### src/design/ptit_pkg.sv
// Package for the periodic task interval table: slot count, request and
// result codes, sequencer states. No dependencies.
`default_nettype none

package ptit_pkg;

  localparam int NUM_SLOTS = 8;
  localparam int SLOT_W    = (NUM_SLOTS > 1) ? $clog2(NUM_SLOTS) : 1;

  typedef enum logic [1:0] {
    OP_ADD    = 2'd0,
    OP_REMOVE = 2'd1,
    OP_QUERY  = 2'd2,
    OP_TICK   = 2'd3
  } opcode_t;

  typedef enum logic [2:0] {
    ST_ADDED    = 3'd0,
    ST_FULL     = 3'd1,
    ST_REMOVED  = 3'd2,
    ST_NOTFOUND = 3'd3,
    ST_EXISTS   = 3'd4,
    ST_ABSENT   = 3'd5,
    ST_FIRES    = 3'd6,
    ST_NONE     = 3'd7
  } status_t;

  typedef enum logic [1:0] {
    S_IDLE  = 2'd0,
    S_SCAN  = 2'd1,
    S_FLUSH = 2'd2
  } state_t;

endpackage

`default_nettype wire

### src/design/ptit_req_if.sv
// Request channel of the periodic task interval table: valid/ready and payload.
// Depends on nothing.
`default_nettype none

interface ptit_req_if;
  logic        valid;
  logic        ready;
  logic [1:0]  opcode;
  logic [7:0]  task_id;
  logic [31:0] period;
  logic [31:0] current_time;

  modport source (output valid, opcode, task_id, period, current_time, input ready);
  modport sink   (input valid, opcode, task_id, period, current_time, output ready);
endinterface

`default_nettype wire

### src/design/ptit_rsp_if.sv
// Result channel of the periodic task interval table: valid/ready and payload.
// Depends on nothing.
`default_nettype none

interface ptit_rsp_if;
  logic       valid;
  logic       ready;
  logic [2:0] status;
  logic [7:0] fired_id;
  logic       last_of_run;

  modport source (output valid, status, fired_id, last_of_run, input ready);
  modport sink   (input valid, status, fired_id, last_of_run, output ready);
endinterface

`default_nettype wire

### src/design/periodic_task_interval_table.sv
// Periodic task interval table: slot registers scanned by one due-time unit.
// Depends on ptit_pkg, ptit_req_if and ptit_rsp_if.
// Sequence: a request visits the slots one per cycle, while a tick is not held
// (add, remove and query stop at the slot that settles them, a tick visits every
// slot), then posts its final result from S_FLUSH. A new request is taken only in
// S_IDLE, after the single slot scan of the last one; a request stalls while one of
// its results cannot be posted. Reset: synchronous active-low rst_n frees every slot and empties the output.
`default_nettype none

module periodic_task_interval_table
  import ptit_pkg::*;
(
  input  wire       clk,
  input  wire       rst_n,
  ptit_req_if.sink   in_ch,
  ptit_rsp_if.source out_ch
);

  state_t              state_r, state_nxt;
  logic [SLOT_W-1:0]   idx_r, idx_nxt;
  opcode_t             op_r, op_nxt;
  logic [7:0]          id_r, id_nxt;
  logic [31:0]         per_r, per_nxt;
  logic [31:0]         now_r, now_nxt;

  logic                pend_v_r, pend_v_nxt;
  status_t             pend_st_r, pend_st_nxt;
  logic [7:0]          pend_id_r, pend_id_nxt;

  logic                out_valid_r, out_valid_nxt;
  status_t             out_st_r, out_st_nxt;
  logic [7:0]          out_id_r, out_id_nxt;
  logic                out_last_r, out_last_nxt;
  logic                out_load;
  logic                out_free;

  logic [NUM_SLOTS-1:0] slot_valid_r;
  logic [7:0]           slot_task_r   [NUM_SLOTS];
  logic [31:0]          slot_period_r [NUM_SLOTS];
  logic [31:0]          slot_last_r   [NUM_SLOTS];

  logic        set_slot, clr_slot, touch_slot;
  logic        cur_valid;
  logic [7:0]  cur_task;
  logic [31:0] cur_last;
  logic [32:0] thr_sum;
  logic        due, match, at_end;

  assign cur_valid = slot_valid_r[idx_r];
  assign cur_task  = slot_task_r[idx_r];
  assign cur_last  = slot_last_r[idx_r];
  assign thr_sum   = {1'b0, cur_last} + {1'b0, slot_period_r[idx_r]};
  assign due       = thr_sum[32] ? ((now_r <= cur_last) && (now_r >= thr_sum[31:0]))
                                 : (now_r >= thr_sum[31:0]);
  assign match     = cur_valid && (cur_task == id_r);
  assign at_end    = (idx_r == SLOT_W'(NUM_SLOTS - 1));
  assign out_free  = !out_valid_r || out_ch.ready;

  assign in_ch.ready        = (state_r == S_IDLE);
  assign out_ch.valid       = out_valid_r;
  assign out_ch.status      = out_st_r;
  assign out_ch.fired_id    = out_id_r;
  assign out_ch.last_of_run = out_last_r;

  always_comb begin
    state_nxt   = state_r;
    idx_nxt     = idx_r;
    op_nxt      = op_r;
    id_nxt      = id_r;
    per_nxt     = per_r;
    now_nxt     = now_r;
    pend_v_nxt  = pend_v_r;
    pend_st_nxt = pend_st_r;
    pend_id_nxt = pend_id_r;
    out_load    = 1'b0;
    out_st_nxt  = out_st_r;
    out_id_nxt  = out_id_r;
    out_last_nxt = out_last_r;
    set_slot    = 1'b0;
    clr_slot    = 1'b0;
    touch_slot  = 1'b0;

    unique case (state_r)
      S_IDLE: begin
        if (in_ch.valid) begin
          op_nxt     = opcode_t'(in_ch.opcode);
          id_nxt     = in_ch.task_id;
          per_nxt    = in_ch.period;
          now_nxt    = in_ch.current_time;
          idx_nxt    = '0;
          pend_v_nxt = 1'b0;
          state_nxt  = S_SCAN;
        end
      end
      S_SCAN: begin
        unique case (op_r)
          OP_ADD: begin
            if (!cur_valid) begin
              set_slot    = 1'b1;
              pend_v_nxt  = 1'b1;
              pend_st_nxt = ST_ADDED;
              pend_id_nxt = id_r;
              state_nxt   = S_FLUSH;
            end else if (at_end) begin
              pend_v_nxt  = 1'b1;
              pend_st_nxt = ST_FULL;
              pend_id_nxt = id_r;
              state_nxt   = S_FLUSH;
            end else begin
              idx_nxt = idx_r + SLOT_W'(1);
            end
          end
          OP_REMOVE: begin
            if (match) begin
              clr_slot    = 1'b1;
              pend_v_nxt  = 1'b1;
              pend_st_nxt = ST_REMOVED;
              pend_id_nxt = id_r;
              state_nxt   = S_FLUSH;
            end else if (at_end) begin
              pend_v_nxt  = 1'b1;
              pend_st_nxt = ST_NOTFOUND;
              pend_id_nxt = id_r;
              state_nxt   = S_FLUSH;
            end else begin
              idx_nxt = idx_r + SLOT_W'(1);
            end
          end
          OP_QUERY: begin
            if (match || at_end) begin
              pend_v_nxt  = 1'b1;
              pend_st_nxt = match ? ST_EXISTS : ST_ABSENT;
              pend_id_nxt = id_r;
              state_nxt   = S_FLUSH;
            end else begin
              idx_nxt = idx_r + SLOT_W'(1);
            end
          end
          OP_TICK: begin
            // hold the scan while a due slot finds an earlier fire still waiting for the output
            if (!(cur_valid && due && pend_v_r && !out_free)) begin
              if (cur_valid && due) begin
                if (pend_v_r) begin
                  out_load     = 1'b1;
                  out_st_nxt   = ST_FIRES;
                  out_id_nxt   = pend_id_r;
                  out_last_nxt = 1'b0;
                end
                touch_slot  = 1'b1;
                pend_v_nxt  = 1'b1;
                pend_st_nxt = ST_FIRES;
                pend_id_nxt = cur_task;
              end
              if (at_end) begin
                state_nxt = S_FLUSH;
              end else begin
                idx_nxt = idx_r + SLOT_W'(1);
              end
            end
          end
        endcase
      end
      S_FLUSH: begin
        if (out_free) begin
          out_load     = 1'b1;
          out_st_nxt   = pend_v_r ? pend_st_r : ST_NONE;
          out_id_nxt   = pend_v_r ? pend_id_r : id_r;
          out_last_nxt = 1'b1;
          state_nxt    = S_IDLE;
        end
      end
      default: begin
        state_nxt = S_IDLE;
      end
    endcase

    out_valid_nxt = out_load || (out_valid_r && !out_ch.ready);
  end

  always_ff @(posedge clk) begin
    if (!rst_n) begin
      state_r      <= S_IDLE;
      out_valid_r  <= 1'b0;
      pend_v_r     <= 1'b0;
      slot_valid_r <= '0;
    end else begin
      state_r     <= state_nxt;
      out_valid_r <= out_valid_nxt;
      pend_v_r    <= pend_v_nxt;
      if (set_slot) begin
        slot_valid_r[idx_r] <= 1'b1;
      end else if (clr_slot) begin
        slot_valid_r[idx_r] <= 1'b0;
      end
    end
  end

  always_ff @(posedge clk) begin
    idx_r     <= idx_nxt;
    op_r      <= op_nxt;
    id_r      <= id_nxt;
    per_r     <= per_nxt;
    now_r     <= now_nxt;
    pend_st_r <= pend_st_nxt;
    pend_id_r <= pend_id_nxt;
    if (out_load) begin
      out_st_r   <= out_st_nxt;
      out_id_r   <= out_id_nxt;
      out_last_r <= out_last_nxt;
    end
    if (set_slot) begin
      slot_task_r[idx_r]   <= id_r;
      slot_period_r[idx_r] <= per_r;
    end
    if (set_slot || touch_slot) begin
      slot_last_r[idx_r] <= now_r;
    end
  end

endmodule

`default_nettype wire

### src/flat_wrapper.sv
// flat-port wrapper written by rule: the top's interface ports become plain ports
module periodic_task_interval_table_flat import ptit_pkg::*;
  (clk, rst_n, in_ch_valid, in_ch_opcode, in_ch_task_id, in_ch_period, in_ch_current_time, in_ch_ready, out_ch_valid, out_ch_status, out_ch_fired_id, out_ch_last_of_run, out_ch_ready);
  ptit_req_if in_ch_i ();
  ptit_rsp_if out_ch_i ();
  input  wire clk;
  input  wire rst_n;
  input wire logic [$bits(in_ch_i.valid)-1:0] in_ch_valid;
  input wire logic [$bits(in_ch_i.opcode)-1:0] in_ch_opcode;
  input wire logic [$bits(in_ch_i.task_id)-1:0] in_ch_task_id;
  input wire logic [$bits(in_ch_i.period)-1:0] in_ch_period;
  input wire logic [$bits(in_ch_i.current_time)-1:0] in_ch_current_time;
  output wire logic [$bits(in_ch_i.ready)-1:0] in_ch_ready;
  output wire logic [$bits(out_ch_i.valid)-1:0] out_ch_valid;
  output wire logic [$bits(out_ch_i.status)-1:0] out_ch_status;
  output wire logic [$bits(out_ch_i.fired_id)-1:0] out_ch_fired_id;
  output wire logic [$bits(out_ch_i.last_of_run)-1:0] out_ch_last_of_run;
  input wire logic [$bits(out_ch_i.ready)-1:0] out_ch_ready;
  assign in_ch_i.valid = in_ch_valid;
  assign in_ch_i.opcode = in_ch_opcode;
  assign in_ch_i.task_id = in_ch_task_id;
  assign in_ch_i.period = in_ch_period;
  assign in_ch_i.current_time = in_ch_current_time;
  assign in_ch_ready = in_ch_i.ready;
  assign out_ch_valid = out_ch_i.valid;
  assign out_ch_status = out_ch_i.status;
  assign out_ch_fired_id = out_ch_i.fired_id;
  assign out_ch_last_of_run = out_ch_i.last_of_run;
  assign out_ch_i.ready = out_ch_ready;
  periodic_task_interval_table u_core (.clk(clk), .rst_n(rst_n), .in_ch(in_ch_i), .out_ch(out_ch_i));
endmodule
### config.mk
export PLATFORM = sky130hd
export DESIGN_NAME = periodic_task_interval_table_flat
export DESIGN_NICKNAME = d
export VERILOG_FILES = /design/src/design/ptit_pkg.sv /design/src/design/ptit_req_if.sv /design/src/design/ptit_rsp_if.sv /design/src/design/periodic_task_interval_table.sv /design/src/flat_wrapper.sv
export SDC_FILE = /design/constraint.sdc
export NUM_CORES = 1
export LEC_CHECK = 0
export BUFFER_PORTS_ARGS = -buffer_cell sky130_fd_sc_hd__buf_2
export CAP_MARGIN = 20
export CORE_ASPECT_RATIO = 1.75
export CORE_MARGIN = 3
export CORE_UTILIZATION = 55
export DETAILED_ROUTE_END_ITERATION = 6
export GPL_TIMING_DRIVEN = 0
export PLACE_DENSITY_LB_ADDON = 0.08
export SYNTH_ARGS = -nofsm -noshare
export SYNTH_HDL_FRONTEND = slang
export SYNTH_SLANG_ARGS = --single-unit
export TNS_END_PERCENT = 50
### constraint.sdc
create_clock -name clk -period 9.4 [get_ports clk]
set_input_delay 1.41 -clock clk [delete_from_list [all_inputs] [get_ports clk]]
set_output_delay 1.41 -clock clk [all_outputs]
set_load 0.02 [all_outputs]
==> PnR_summary.wiki <==
{| class="wikitable"
! Metric !! Value
|-
| Routability cong. || around 0.88
|-
| Via density per instance || ~6.0
|-
| Clock latency on the worst-skew pair || 620 ps
|-
| Total half-perimeter wirelength after legalization and detailed placement || ~43 mm
|-
| Synthesized instance count || around 1600
|-
| Die boundary height || 311 µm
|-
| Netlist area before placement || roughly 0.029 mm²
|-
| Share of final-layout standard cells stronger than drive strength 1 || 0.256
|-
| Global route total overflow || 0
|-
| Category of the critical setup timing path || flop to flop
|-
| Count of nets after finishing || 1935
|-
| Power per Cell Area || between 200 and 250 mW/mm²
|-
| Worst setup path end || u_core.slot_last_r[0][7]
|-
| Static leakage power || ~11 nW
|-
| Clock H-tree levels || 2
|-
| Sort of element at the start of the critical path || flop
|-
| Fill cell instance count of the final layout || between 3000 and 4000
|-
| Critical path data arrival time || ~9300 ps
|-
| Result of the run || complete, no violations
|-
| Post-route DRC || 0
|-
| Maximum VDD drop || approximately 0.16 mV
|-
| Area of the die || 0.0561 mm²
|-
| Worst setup EP type || flop
|-
| Average detailed-routed wire length per instance || around 25 µm
|-
| Top cells by area, synth || sky130_fd_sc_hd__edfxtp_1 69%, sky130_fd_sc_hd__mux4_2 11%, sky130_fd_sc_hd__ha_1 4.4%
|-
| Fraction of synthesis flops using an asynchronous set or reset pin || 0
|-
| Horizontal extent of the die || roughly 180 µm
|-
| First-pass GRT wire length || a little under 100 mm
|-
| Data required time of the critical path || ~10000 ps
|-
| Total vias in the final route || roughly 15000
|-
| Detailed-router iteration count before antenna repair || 5
|-
| Setup repair after global routing missed its margin || false
|-
| Min Clock Period, post-route || 8980 ps
|-
| Net count after synthesis || ~1700
|-
| Synth Area per Inst || approximately 19 µm²
|-
| Start point of the worst hold path || u_core.pend_st_r[1]
|-
| Final setup vio count || 0
|-
| Worst Path Buf+Inv || 8
|-
| Commonest register cell after synthesis || sky130_fd_sc_hd__edfxtp_1
|-
| Overall fraction of global-route tracks in use || 0.226
|-
| Yosys top cell by area || sky130_fd_sc_hd__edfxtp_1
|-
| Synth top cells by count || 676 x sky130_fd_sc_hd__edfxtp_1, 144 x sky130_fd_sc_hd__mux4_2, 102 x sky130_fd_sc_hd__ha_1
|-
| Final critical-path setup slack || 420 ps
|-
| F_max || around 0.11 GHz
|-
| Proportion of netlist area held by the largest area contributor || 0.694
|-
| Hold WC Path Type || flop to flop
|-
| Number of sinks on the clock net || slightly below 700
|-
| Buffer type at the clock tree root || sky130_fd_sc_hd__clkbuf_16
|-
| Final Core Density || 0.633
|-
| Final clock period utilization by the worst path || 0.955
|-
| Path length in cells of the critical path || 29
|-
| Final Skew || about 23 ps
|-
| Number of enable flip-flop cells after synthesis || about 680
|-
| CTS tree || done
|-
| CTS hold repair buffers || 0
|-
| Number of antenna-violating nets in the routed design || 0
|-
| Count of input and output buffers || 91
|-
| Initial cell density of the core || 0.558
|-
| Core box area || ~0.052 mm²
|-
| Critical path's top delay family || compound AO/OA/AOI/OAI gates
|-
| Total area of sequential cells || between 0.02 and 0.025 mm²
|-
| Largest fanout on the critical path || 10
|-
| Initial antenna violation count || 2
|-
| Max Cap Viol || 0
|-
| TritonCTS buffer count || 59
|-
| Crit-path max cell delay || between 600 and 700 ps
|-
| Total number of yosys warnings || 0
|-
| Area growth from synthesis to final layout || 13.6%
|-
| Number of cells after detailed placement || 2372
|-
| Pin slew with the least headroom to its limit || around 1100 ps
|-
| Via count of the first global-routing pass || 16000
|-
| Final Hold Fails || 0
|-
| Critical Path Most Common Cell || sky130_fd_sc_hd__buf_6
|-
| Post-synthesis register bit count || between 600 and 700
|-
| Reg2reg setup slack || between 400 and 500 ps
|-
| Iteration-0 DRC Markers || around 1000
|-
| Design Power || around 8.1 mW
|-
| Crit Reg-Reg Endpoint || u_core.slot_last_r[0][7]
|-
| Worst-path clk slew || roughly 70 ps
|-
| Count of pins on the block boundary || 92
|-
| Pin count of the biggest net entering global routing || 51
|-
| Share of synthesized area occupied by flip-flops and latches || 0.704
|-
| Worst Reg-to-Reg Cells || 29
|-
| Worst slack at placement || -1360 ps
|-
| Wirelength, routed || between 60 and 70 mm
|-
| Worst slew margin || 0.269
|-
| Row count || between 100 and 150
|-
| Clock Tree Buf Depth || 3
|-
| Slowest cell on the critical path || sky130_fd_sc_hd__or4_1
|-
| Footprint of the multi-input gates || roughly 0.0084 mm²
|-
| Post-Layout Cell Count || about 2500
|-
| Count of cell types in the netlist || 75
|-
| Number of max-slew violations in the final report || 0
|-
| Leading cell type by number of instances after synthesis || sky130_fd_sc_hd__edfxtp_1
|-
| Total setup buffers inserted after CTS || 0
|}
sequential cells by signal, indices dropped and copies added, names as in the netlist, 2 cells and up, named ones only:
register and cells:
u_core.slot_period_r 256, u_core.idx_r 3, u_core.now_r 32, u_core.out_ch.fired_id 8
u_core.out_ch.status 3, u_core.pend_id_r 8, u_core.op_r 2, u_core.state_r 2
u_core.id_r 8, u_core.slot_task_r 64, u_core.per_r 32, u_core.slot_last_r 256
u_core.pend_st_r 3
cell type report:
type	count	share of cell area
flip-flops and latches	691	0.620
well taps	678	0.0255
clock inverters	40	0.0109
clock buffers	69	0.0455
repair buffers	134	0.0314
diodes	1	0.0000753
multi-input cells	757	0.251
plain buffers	56	0.00918
inverters	55	0.00629
worst register-to-register path, delay by kind of cell (launching register included):
kind | cells | cell delay (ps)
AO/OA/AOI/OAI | 11 | 3290
XOR/XNOR | 1 | 150
adder cells (fa/ha/maj) | 3 | 770
buffers and inverters | 8 | 1820
flip-flops | 1 | 320
multiplexers | 2 | 880
AND/OR/NAND/NOR | 4 | 1420
through the flow:
| step | setup TNS, ps | hold WS, ps | cell area [µm²] |
|---|---|---|---|
| 5_1_grt | 0 | 557 | 33200 |
| 3_5_place_dp | -269510 | 518 | 31300 |
| 4_1_cts | 0 | 532 | 33200 |
| 3_3_place_gp | -1315840 | 506 | 30600 |
| 2_1_floorplan | 0 | 473 | 29300 |
| 6_report | 0 | 529 | 33200 |
metal layers:
| layer | global-route usage | vias up | part of all wire |
|---|---|---|---|
| li1 | - | 6739 | - |
| met5 | 0 | - | 0.00021 |
| met4 | 0.0671 | 2 | 0.026 |
| met3 | 0.0299 | 97 | 0.044 |
| met2 | 0.411 | 380 | 0.54 |
| met1 | 0.283 | 7736 | 0.39 |
kinds of logic (layout without fill, tap and decap cells):
group / Yosys count / count (layout) / synth area share
compound gates: 209 / 209 / 0.0501
xor+xnor: 37 / 37 / 0.0111
fa+ha+maj: 103 / 103 / 0.0443
buf+inv: 113 / 354 / 0.0158
flops: 691 / 691 / 0.704
mux: 241 / 241 / 0.147
other cells: 0 / 1 / 0
simple gates: 167 / 167 / 0.0283
layout by cell type (no fill, tap or decap), types with 6 or more instances in the layout:
master | synthesis | routed
sky130_fd_sc_hd__buf_12 | 0 | 8
sky130_fd_sc_hd__nor2_4 | 0 | 8
sky130_fd_sc_hd__a21oi_1 | 50 | 50
sky130_fd_sc_hd__bufinv_16 | 0 | 6
sky130_fd_sc_hd__nor2b_1 | 8 | 8
sky130_fd_sc_hd__o21ai_1 | 6 | 6
sky130_fd_sc_hd__nor2_1 | 32 | 24
sky130_fd_sc_hd__clkinv_1 | 1 | 18
sky130_fd_sc_hd__o21bai_1 | 7 | 7
sky130_fd_sc_hd__clkbuf_16 | 0 | 59
sky130_fd_sc_hd__buf_2 | 3 | 96
sky130_fd_sc_hd__dfxtp_1 | 15 | 15
sky130_fd_sc_hd__mux2i_1 | 55 | 55
sky130_fd_sc_hd__clkbuf_1 | 29 | 33
sky130_fd_sc_hd__mux2_2 | 40 | 40
sky130_fd_sc_hd__buf_6 | 4 | 29
sky130_fd_sc_hd__nand2b_1 | 10 | 10
sky130_fd_sc_hd__o21ai_0 | 26 | 26
sky130_fd_sc_hd__edfxtp_1 | 676 | 676
sky130_fd_sc_hd__clkinv_2 | 0 | 11
sky130_fd_sc_hd__nand4_1 | 11 | 11
sky130_fd_sc_hd__nand3_1 | 17 | 17
sky130_fd_sc_hd__nor3_1 | 18 | 10
sky130_fd_sc_hd__xor2_1 | 14 | 14
sky130_fd_sc_hd__mux4_2 | 144 | 144
sky130_fd_sc_hd__buf_1 | 21 | 8
sky130_fd_sc_hd__clkbuf_2 | 0 | 6
sky130_fd_sc_hd__inv_1 | 54 | 53
sky130_fd_sc_hd__xnor2_1 | 23 | 23
sky130_fd_sc_hd__o21a_1 | 24 | 24
sky130_fd_sc_hd__a21o_1 | 28 | 28
sky130_fd_sc_hd__and3_1 | 6 | 6
sky130_fd_sc_hd__ha_1 | 102 | 102
sky130_fd_sc_hd__a211oi_1 | 9 | 7
sky130_fd_sc_hd__buf_8 | 0 | 7
sky130_fd_sc_hd__nand2_1 | 46 | 46
repair_timing:
action                     4_1_cts  5_1_grt
setup endpoints to repair      287      127
gates cloned                     0        0
resized for setup               27       23
power by group:
group          switching [mW]  total, mW  internal (mW)
clock network            1.07       2.39           1.31
logic                    1.19       2.16          0.967
registers              0.0802       3.57           3.49
total                    2.35       8.12           5.77
how the worst min path moves through the flow:
| stage | endpoint | slack, ps | depth (start not counted) |
|---|---|---|---|
| floorplan | u_core.state_r[1] | 470 | 2 |
| global placement | u_core.state_r[1] | 510 | 2 |
| detailed placement | u_core.state_r[1] | 520 | 2 |
| CTS | u_core.state_r[1] | 530 | 2 |
| global route | u_core.state_r[1] | 560 | 2 |
| finish | u_core.out_ch.status[1] | 530 | 1 |
(Power assumes the default switching activity.)
